## src/design/drbl_pkg.sv

```systemverilog
// ----------------------------------------------------------------------------
// drbl_pkg
// Types and constants of the DRAM row-buffer latency core.
// ----------------------------------------------------------------------------
`default_nettype none

package drbl_pkg;

  localparam int LINE_ADDR_BITS = 42;
  localparam int BANKS          = 16;
  localparam int BANK_W         = $clog2(BANKS);
  localparam int LSL_W          = 4;
  localparam int LSL_MAX        = (1 << LSL_W) - 1;
  localparam int LAT_W          = 8;
  localparam int CNT_W          = 64;
  localparam int CFG_IDX_W      = 2;
  localparam int CFG_DATA_W     = LSL_W;

  typedef logic [LINE_ADDR_BITS-1:0] line_addr_t;
  typedef logic [LAT_W-1:0]          lat_t;
  typedef logic [CNT_W-1:0]          cnt_t;
  typedef logic [BANK_W-1:0]         bank_t;
  typedef logic [LSL_W-1:0]          lsl_t;
  typedef logic [CFG_IDX_W-1:0]      cfg_idx_t;
  typedef logic [CFG_DATA_W-1:0]     cfg_data_t;

  localparam cfg_idx_t CFG_FIXED_MODE = 2'd0;
  localparam cfg_idx_t CFG_CLOSE_PAGE = 2'd1;
  localparam cfg_idx_t CFG_LINE_SIZE  = 2'd2;

  localparam lsl_t LSL_RESET = 4'd6;

  localparam lat_t LAT_ACT      = 8'd45;
  localparam lat_t LAT_CAS      = 8'd45;
  localparam lat_t LAT_PRE      = 8'd45;
  localparam lat_t LAT_BUS      = 8'd10;
  localparam lat_t LAT_FIXED    = 8'd100;
  localparam lat_t LAT_EMPTY    = LAT_ACT + LAT_CAS + LAT_BUS;
  localparam lat_t LAT_HIT      = LAT_CAS + LAT_BUS;
  localparam lat_t LAT_CONFLICT = LAT_PRE + LAT_ACT + LAT_CAS + LAT_BUS;

  typedef enum logic {
    ST_IDLE,
    ST_LOOKUP
  } drbl_state_t;

endpackage

`default_nettype wire

```

## src/design/drbl_in_if.sv

```systemverilog
// ----------------------------------------------------------------------------
// drbl_in_if
// Access channel: one cache-line access per transaction.
// ----------------------------------------------------------------------------
`default_nettype none

interface drbl_in_if;
  logic                                valid;
  logic                                ready;
  logic [drbl_pkg::LINE_ADDR_BITS-1:0] line_address;
  logic                                is_write;

  modport source (output valid, output line_address, output is_write, input ready);
  modport sink   (input valid, input line_address, input is_write, output ready);
endinterface

`default_nettype wire

```

## src/design/drbl_out_if.sv

```systemverilog
// ----------------------------------------------------------------------------
// drbl_out_if
// Result channel: latency of one access and the running totals.
// ----------------------------------------------------------------------------
`default_nettype none

interface drbl_out_if;
  logic                       valid;
  logic                       ready;
  logic [drbl_pkg::LAT_W-1:0] latency;
  logic [drbl_pkg::CNT_W-1:0] reads_total;
  logic [drbl_pkg::CNT_W-1:0] read_latency_total;
  logic [drbl_pkg::CNT_W-1:0] writes_total;
  logic [drbl_pkg::CNT_W-1:0] write_latency_total;

  modport source (output valid, output latency, output reads_total,
                  output read_latency_total, output writes_total,
                  output write_latency_total, input ready);
  modport sink   (input valid, input latency, input reads_total,
                  input read_latency_total, input writes_total,
                  input write_latency_total, output ready);
endinterface

`default_nettype wire

```

## src/design/dram_row_buffer_latency_core.sv

```systemverilog
// ----------------------------------------------------------------------------
// dram_row_buffer_latency_core
// DRAM open/close-page row-buffer latency model with running statistics.
//
// in_acc carries one access (line address, write flag) per transaction;
// out_res returns its latency and the read/write counts and
// latency sums including that access. cfg_* writes the mode registers
// (fixed latency, close page, line size); the user must write them only
// while the core is idle, the block itself does not enforce it. The open row
// of each bank sits in a 16-entry synchronous RAM read on acceptance; in the
// lookup state the core compares, and on commit writes back the new row and
// updates the counters and the output register. The core takes no new access
// until the lookup of the last one has committed, as the RAM read is followed
// by its write-back. The output register lets the next access be accepted
// while a result waits; if the receiver stalls, the lookup holds until the
// output register frees up. Reset clears the bank valid bits, counters,
// mode registers, state and output valid; no clearing pass runs over the RAM.
// ----------------------------------------------------------------------------
`default_nettype none

module dram_row_buffer_latency_core #(
  parameter int ROW_BYTES_LOG2 = 10
) (
  input  logic                           clk,
  input  logic                           rst_n,
  drbl_in_if.sink                        in_acc,
  drbl_out_if.source                     out_res,
  input  logic                           cfg_we,
  input  logic [drbl_pkg::CFG_IDX_W-1:0] cfg_index,
  input  logic [drbl_pkg::CFG_DATA_W-1:0] cfg_data
);
  import drbl_pkg::*;

  localparam int BYTE_W = (LINE_ADDR_BITS + LSL_MAX > CNT_W) ? CNT_W
                                                             : LINE_ADDR_BITS + LSL_MAX;
  localparam int ROW_W  = BYTE_W - ROW_BYTES_LOG2 - BANK_W;

  typedef logic [ROW_W-1:0] row_t;

  // configuration
  logic fixed_r, close_r;
  lsl_t lsl_r;

  always_ff @(posedge clk) begin
    if (!rst_n) begin
      fixed_r <= 1'b0;
      close_r <= 1'b0;
      lsl_r   <= LSL_RESET;
    end else if (cfg_we) begin
      case (cfg_index)
        CFG_FIXED_MODE: fixed_r <= cfg_data[0];
        CFG_CLOSE_PAGE: close_r <= cfg_data[0];
        CFG_LINE_SIZE:  lsl_r   <= cfg_data;
        default:        ;
      endcase
    end
  end

  // FSM
  drbl_state_t state_r, state_nxt;
  logic        acc, commit, lookup;

  assign acc    = in_acc.valid && in_acc.ready;
  assign commit = lookup && (!out_res.valid || out_res.ready);

  always_comb begin
    state_nxt = state_r;
    case (state_r)
      ST_IDLE:   if (acc)    state_nxt = ST_LOOKUP;
      ST_LOOKUP: if (commit) state_nxt = ST_IDLE;
      default:   state_nxt = ST_IDLE;
    endcase
  end

  always_comb begin
    in_acc.ready = 1'b0;
    lookup       = 1'b0;
    case (state_r)
      ST_IDLE:   in_acc.ready = 1'b1;
      ST_LOOKUP: lookup       = 1'b1;
      default:   ;
    endcase
  end

  always_ff @(posedge clk) begin
    if (!rst_n) state_r <= ST_IDLE;
    else        state_r <= state_nxt;
  end

  // address split
  logic [BYTE_W-1:0] byte_addr;
  bank_t             bank_in;
  row_t              row_in;

  assign byte_addr = BYTE_W'(in_acc.line_address) << lsl_r;
  assign bank_in   = byte_addr[ROW_BYTES_LOG2 +: BANK_W];
  assign row_in    = byte_addr[BYTE_W-1 -: ROW_W];

  bank_t bank_r;
  row_t  row_r;
  logic  wr_r;

  always_ff @(posedge clk) begin
    if (acc) begin
      bank_r <= bank_in;
      row_r  <= row_in;
      wr_r   <= in_acc.is_write;
    end
  end

  // open-row RAM
  row_t row_mem [BANKS];
  row_t rd_row_r;
  logic mem_we;

  always_ff @(posedge clk) begin
    if (acc) rd_row_r <= row_mem[bank_in];
  end

  always_ff @(posedge clk) begin
    if (mem_we) row_mem[bank_r] <= row_r;
  end

  logic [BANKS-1:0] open_vld_r;

  // latency decision
  lat_t lat;
  logic open_new;

  always_comb begin
    lat      = LAT_EMPTY;
    open_new = 1'b0;
    if (fixed_r) begin
      lat = LAT_FIXED;
    end else if (close_r) begin
      lat = LAT_EMPTY;
    end else if (!open_vld_r[bank_r]) begin
      lat      = LAT_EMPTY;
      open_new = 1'b1;
    end else if (rd_row_r == row_r) begin
      lat = LAT_HIT;
    end else begin
      lat      = LAT_CONFLICT;
      open_new = 1'b1;
    end
  end

  assign mem_we = commit && open_new;

  always_ff @(posedge clk) begin
    if (!rst_n)                                   open_vld_r         <= '0;
    else if (commit && !fixed_r && !close_r)      open_vld_r[bank_r] <= 1'b1;
  end

  // statistics
  cnt_t rcnt_r, rsum_r, wcnt_r, wsum_r;
  cnt_t rcnt_nxt, rsum_nxt, wcnt_nxt, wsum_nxt;

  always_comb begin
    rcnt_nxt = rcnt_r;
    rsum_nxt = rsum_r;
    wcnt_nxt = wcnt_r;
    wsum_nxt = wsum_r;
    if (wr_r) begin
      wcnt_nxt = wcnt_r + CNT_W'(1);
      wsum_nxt = wsum_r + CNT_W'(lat);
    end else begin
      rcnt_nxt = rcnt_r + CNT_W'(1);
      rsum_nxt = rsum_r + CNT_W'(lat);
    end
  end

  always_ff @(posedge clk) begin
    if (!rst_n) begin
      rcnt_r <= '0;
      rsum_r <= '0;
      wcnt_r <= '0;
      wsum_r <= '0;
    end else if (commit) begin
      rcnt_r <= rcnt_nxt;
      rsum_r <= rsum_nxt;
      wcnt_r <= wcnt_nxt;
      wsum_r <= wsum_nxt;
    end
  end

  // output register
  logic out_vld_r;
  lat_t out_lat_r;
  cnt_t out_rcnt_r, out_rsum_r, out_wcnt_r, out_wsum_r;

  always_ff @(posedge clk) begin
    if (!rst_n)              out_vld_r <= 1'b0;
    else if (commit)         out_vld_r <= 1'b1;
    else if (out_res.ready)  out_vld_r <= 1'b0;
  end

  always_ff @(posedge clk) begin
    if (commit) begin
      out_lat_r  <= lat;
      out_rcnt_r <= rcnt_nxt;
      out_rsum_r <= rsum_nxt;
      out_wcnt_r <= wcnt_nxt;
      out_wsum_r <= wsum_nxt;
    end
  end

  assign out_res.valid               = out_vld_r;
  assign out_res.latency             = out_lat_r;
  assign out_res.reads_total         = out_rcnt_r;
  assign out_res.read_latency_total  = out_rsum_r;
  assign out_res.writes_total        = out_wcnt_r;
  assign out_res.write_latency_total = out_wsum_r;

endmodule

`default_nettype wire

```

## src/flat_wrapper.sv

```systemverilog
// flat-port wrapper written by rule: the top's interface ports become plain ports
module dram_row_buffer_latency_core_flat import drbl_pkg::*;
#(
  parameter int ROW_BYTES_LOG2 = 10
)
  (clk, rst_n, cfg_we, cfg_index, cfg_data, in_acc_valid, in_acc_line_address, in_acc_is_write, in_acc_ready, out_res_valid, out_res_latency, out_res_reads_total, out_res_read_latency_total, out_res_writes_total, out_res_write_latency_total, out_res_ready);
  drbl_in_if in_acc_i ();
  drbl_out_if out_res_i ();
  input  logic clk;
  input  logic rst_n;
  input  logic cfg_we;
  input  logic [drbl_pkg::CFG_IDX_W-1:0] cfg_index;
  input  logic [drbl_pkg::CFG_DATA_W-1:0] cfg_data;
  input wire logic [$bits(in_acc_i.valid)-1:0] in_acc_valid;
  input wire logic [$bits(in_acc_i.line_address)-1:0] in_acc_line_address;
  input wire logic [$bits(in_acc_i.is_write)-1:0] in_acc_is_write;
  output wire logic [$bits(in_acc_i.ready)-1:0] in_acc_ready;
  output wire logic [$bits(out_res_i.valid)-1:0] out_res_valid;
  output wire logic [$bits(out_res_i.latency)-1:0] out_res_latency;
  output wire logic [$bits(out_res_i.reads_total)-1:0] out_res_reads_total;
  output wire logic [$bits(out_res_i.read_latency_total)-1:0] out_res_read_latency_total;
  output wire logic [$bits(out_res_i.writes_total)-1:0] out_res_writes_total;
  output wire logic [$bits(out_res_i.write_latency_total)-1:0] out_res_write_latency_total;
  input wire logic [$bits(out_res_i.ready)-1:0] out_res_ready;
  assign in_acc_i.valid = in_acc_valid;
  assign in_acc_i.line_address = in_acc_line_address;
  assign in_acc_i.is_write = in_acc_is_write;
  assign in_acc_ready = in_acc_i.ready;
  assign out_res_valid = out_res_i.valid;
  assign out_res_latency = out_res_i.latency;
  assign out_res_reads_total = out_res_i.reads_total;
  assign out_res_read_latency_total = out_res_i.read_latency_total;
  assign out_res_writes_total = out_res_i.writes_total;
  assign out_res_write_latency_total = out_res_i.write_latency_total;
  assign out_res_i.ready = out_res_ready;
  dram_row_buffer_latency_core #(.ROW_BYTES_LOG2(ROW_BYTES_LOG2)) u_core (.clk(clk), .rst_n(rst_n), .in_acc(in_acc_i), .out_res(out_res_i), .cfg_we(cfg_we), .cfg_index(cfg_index), .cfg_data(cfg_data));
endmodule
```

## config.mk

```make
export PLATFORM = sky130hd
export DESIGN_NAME = dram_row_buffer_latency_core_flat
export DESIGN_NICKNAME = d
export VERILOG_FILES = /design/src/design/drbl_pkg.sv /design/src/design/drbl_in_if.sv /design/src/design/drbl_out_if.sv /design/src/design/dram_row_buffer_latency_core.sv /design/src/flat_wrapper.sv
export SDC_FILE = /design/constraint.sdc
export NUM_CORES = 2
export LEC_CHECK = 0
export BUFFER_PORTS_ARGS = -buffer_cell sky130_fd_sc_hd__buf_2
export CORE_ASPECT_RATIO = 0.7
export CORE_MARGIN = 2
export CORE_UTILIZATION = 66
export CTS_CLUSTER_DIAMETER = 50
export DETAILED_ROUTE_END_ITERATION = 10
export PLACE_DENSITY = 0.86
export SYNTH_ARGS = -nofsm -noshare
export SYNTH_HDL_FRONTEND = slang
export SYNTH_SLANG_ARGS = --single-unit
```

## constraint.sdc

```tcl
create_clock -name clk -period 15.7 [get_ports clk]
set_clock_uncertainty 0.2 [all_clocks]
set_input_delay 0.785 -clock clk [delete_from_list [all_inputs] [get_ports clk]]
set_output_delay 0.785 -clock clk [all_outputs]
set_load 0.005 [all_outputs]
```

==> results.yml <==
status:
  status: "finished clean"
run:
  drv_cap: 0
grt:
  grtUsageMet3: 0.0806
  overflow: 0
  grt_max_degree: 163
  antenna_found_initial: 9
  use_met2: 0.483
  grt_pass1_wl_um: 224000
  grt-busiest-layer: "met2"
  grt_usage: 0.327
  grt_pass1_vias: 39000
  grt_use_met1: 0.471
clocking:
  cts_tree: "done"
  clock-sinks: 1320
  h-tree-depth: 3
  cts_repair_resize_count: 0
  postCtsHoldBufs: 0
  clkLatencyLatePin_ns: 0.74
  cts_buffer_depth: 3
  cts_setup_buffers: 0
  clockRootBuffer: "clkbuf_16"
  numCtsBuffers: 117
  path_clk_slew_ns: 0.07
sta:
  hold_viol: 0
  max_freq_mhz: 144
  worst_pin_slew_ns: 1.16
  grt_setup_unrepaired: "no"
  min_period_ns: 6.96
  slew_headroom: 0.216
  drv_slew: 0
  min_period_over_period: 0.443
  tns_ns: 0
  finalSetupViolCount: 0
  holdWs_ns: 0.0338
power_and_ir_drop:
  ir_drop_v: 0.0000896
  p_per_area_mw_per_mm2: 118
  p_leak_nw: 23.4
setup_path:
  critPathKind: "flip-flop to flip-flop"
  required_ns: 16.14
  cp-end-kind: "flip-flop"
  rrSetupSlack_ns: 8.74
  crit_arrival_ns: 7.40
  crit_fanout: 17
  startpoint_type: "flip-flop"
yosys:
  seq_area_frac_synth: 0.644
  synth_edf_count: 1040
  synth_flop_cell: "edfxtp_1"
  syn_avg_cell_area_um2: 11.4
  ys_ff_latch: 1320
  syn_nets: 5091
  async_flop_share: 0
  syn_inst: 5019
  synth-warning-count: 0
  syn-cell-area_mm2: 0.0572
  synth_cell_types: 68
floorplanning:
  pin_count: 320
  start_util: 0.665
  core-area_mm2: 0.0860
  die_y_um: 250
  placementRows: 90
  dieArea_mm2: 0.0891
  die_w_um: 356
layout:
  nFillCells: 5333
  drive_above_1_share: 0.124
  nNetsFinal: 5273
  syn2layout_area_growth_pct: 11.0
drt:
  routed_wl_um: 147000
  drcViolationCount: 0
  ant_nets: 0
  dr.pass1.iters: 6
  vias_per_cell: 6.41
  wire_per_inst_um: 22.9
  drtIter0Drc: 6284
  via_count: 41300
worst_hold_path:
  hold_path_class: "input port to flip-flop"
place:
  globalplace.congestion: 0.954
  portBuffers: 318
  dp_hpwl_um: 85500
[sequential cells by signal, indices dropped and copies added, names as in the netlist, 4 cells and up]
| name | count |
|---|---|
| u_core.bank_r | 4 |
| u_core.lsl_r | 4 |
| u_core.open_vld_r | 16 |
| u_core.out_res.latency | 5 |
| u_core.out_res.read_latency_total | 64 |
| u_core.out_res.reads_total | 64 |
| u_core.out_res.write_latency_total | 64 |
| u_core.out_res.writes_total | 64 |
| u_core.rcnt_r | 64 |
| u_core.rd_row_r | 43 |
| u_core.row_mem | 688 |
| u_core.row_r | 43 |
| u_core.rsum_r | 64 |
| u_core.wcnt_r | 64 |
| u_core.wsum_r | 64 |
[through the flow]
stage	setup slack, ns	power, W	std cells	instance area, um^2	utilization
after floorplan	5.87	0.00439	5019	57200	-
after global placement	9.27	0.00458	6232	59600	0.692
after detailed placement	8.96	0.00460	6232	59600	0.692
after CTS	8.97	0.00750	6449	63500	0.738
after global routing	8.38	0.00771	6449	63500	0.738
final	8.74	0.00751	6450	63500	0.738
[worst max-delay path: stages, from the launching register on]
cell	delay, ns
edfxtp_1	0.62
xor2_1	0.26
nor4_1	0.83
nand4_1	0.30
nor4_1	0.65
nand2_1	0.39
nor3_1	0.73
ha_1	0.29
a21o_1	0.09
a21oi_1	0.15
o311ai_1	0.57
nand2_1	0.44
or3_1	0.64
or4_1	0.54
a21oi_1	0.16
[synthesized netlist by cell type, drive strengths merged, types with 10 or more instances]
cell,number,area [um^2]
nor3,85,440
mux2,19,214
or4,19,146
or2,17,106
o31ai,14,105
edfxtp,1040,31200
a211oi,10,75.1
nand2b,16,100
nor2b,10,62.6
or3,70,438
and2,29,181
nand4,125,797
nor2,363,1380
inv,35,131
dfxtp,280,5610
mux4,24,541
nand3,296,1490
nor4,65,444
xor2,235,2060
o21ai,73,365
xnor2,224,1960
o211ai,172,1290
clkbuf,245,923
ha,16,200
mux2i,67,671
a21oi,114,571
nand2,1149,4310
buf,57,263
and4,15,136
and3,63,399
a31oi,15,93.8
[placed cells by master (no fill, tap or decap), types with 27 or more instances in the layout]
cell type / netlist / layout
a21oi_1: 114 / 113
and3_1: 62 / 53
buf_2: 30 / 318
buf_4: 3 / 47
clkbuf_16: 0 / 118
clkinv_2: 0 / 27
dfxtp_1: 280 / 279
edfxtp_1: 1040 / 1040
inv_1: 33 / 31
mux2i_1: 67 / 67
nand2_1: 1149 / 1148
nand3_1: 295 / 295
nand4_1: 124 / 124
nor2_1: 362 / 358
nor3_1: 82 / 82
nor4_1: 59 / 59
o211ai_1: 172 / 172
o21ai_0: 71 / 71
or3_1: 70 / 70
xnor2_1: 224 / 224
xor2_1: 235 / 235
[path summary, 6_finish.rpt]
kind / startpoint / to / cells past startpoint
worst max-delay path: u_core.row_r[38] / u_core.wsum_r[25] / 14
worst min-delay path: in_acc_is_write / u_core.wr_r / 1
worst max register to register: u_core.row_r[38] / u_core.wsum_r[25] / 14
worst min register to register: u_core.open_vld_r[3] / u_core.open_vld_r[3] / 2
[metal layers]
metal,wire length (um),vias up
li1,-,18200
met1,56300,19900
met2,66900,2824
met3,18700,398
met4,5500,8
met5,51,-
[cell families (layout without fill, tap and decap cells)]
family,after synthesis,after routing,share of synthesized area
simple gates,2346,2346,0.186
flops,1320,1320,0.644
xor+xnor,459,459,0.0702
compound gates,428,428,0.0481
buf+inv,337,617,0.0230
mux,110,110,0.0249
fa+ha+maj,18,18,0.00420
other cells,1,2,0.0000655
[where the power goes]
group          internal [W]  switching [W]
logic              0.000163       0.000435
registers           0.00388      0.0000721
clock network       0.00165        0.00131
[layout make-up]
class                           instances  area, um^2  share of cell area
Antenna cell                            1        2.50           0.0000394
Clock buffer                          137        3050              0.0481
Clock inverter                         80         888              0.0140
Inverter                               35         154             0.00242
Multi-Input combinational cell       3362       19200               0.302
Sequential cell                      1320       36800               0.580
Tap cell                             1150        1440              0.0227
Timing Repair Buffer                  365        1940              0.0306
(Power assumes the default switching activity.)
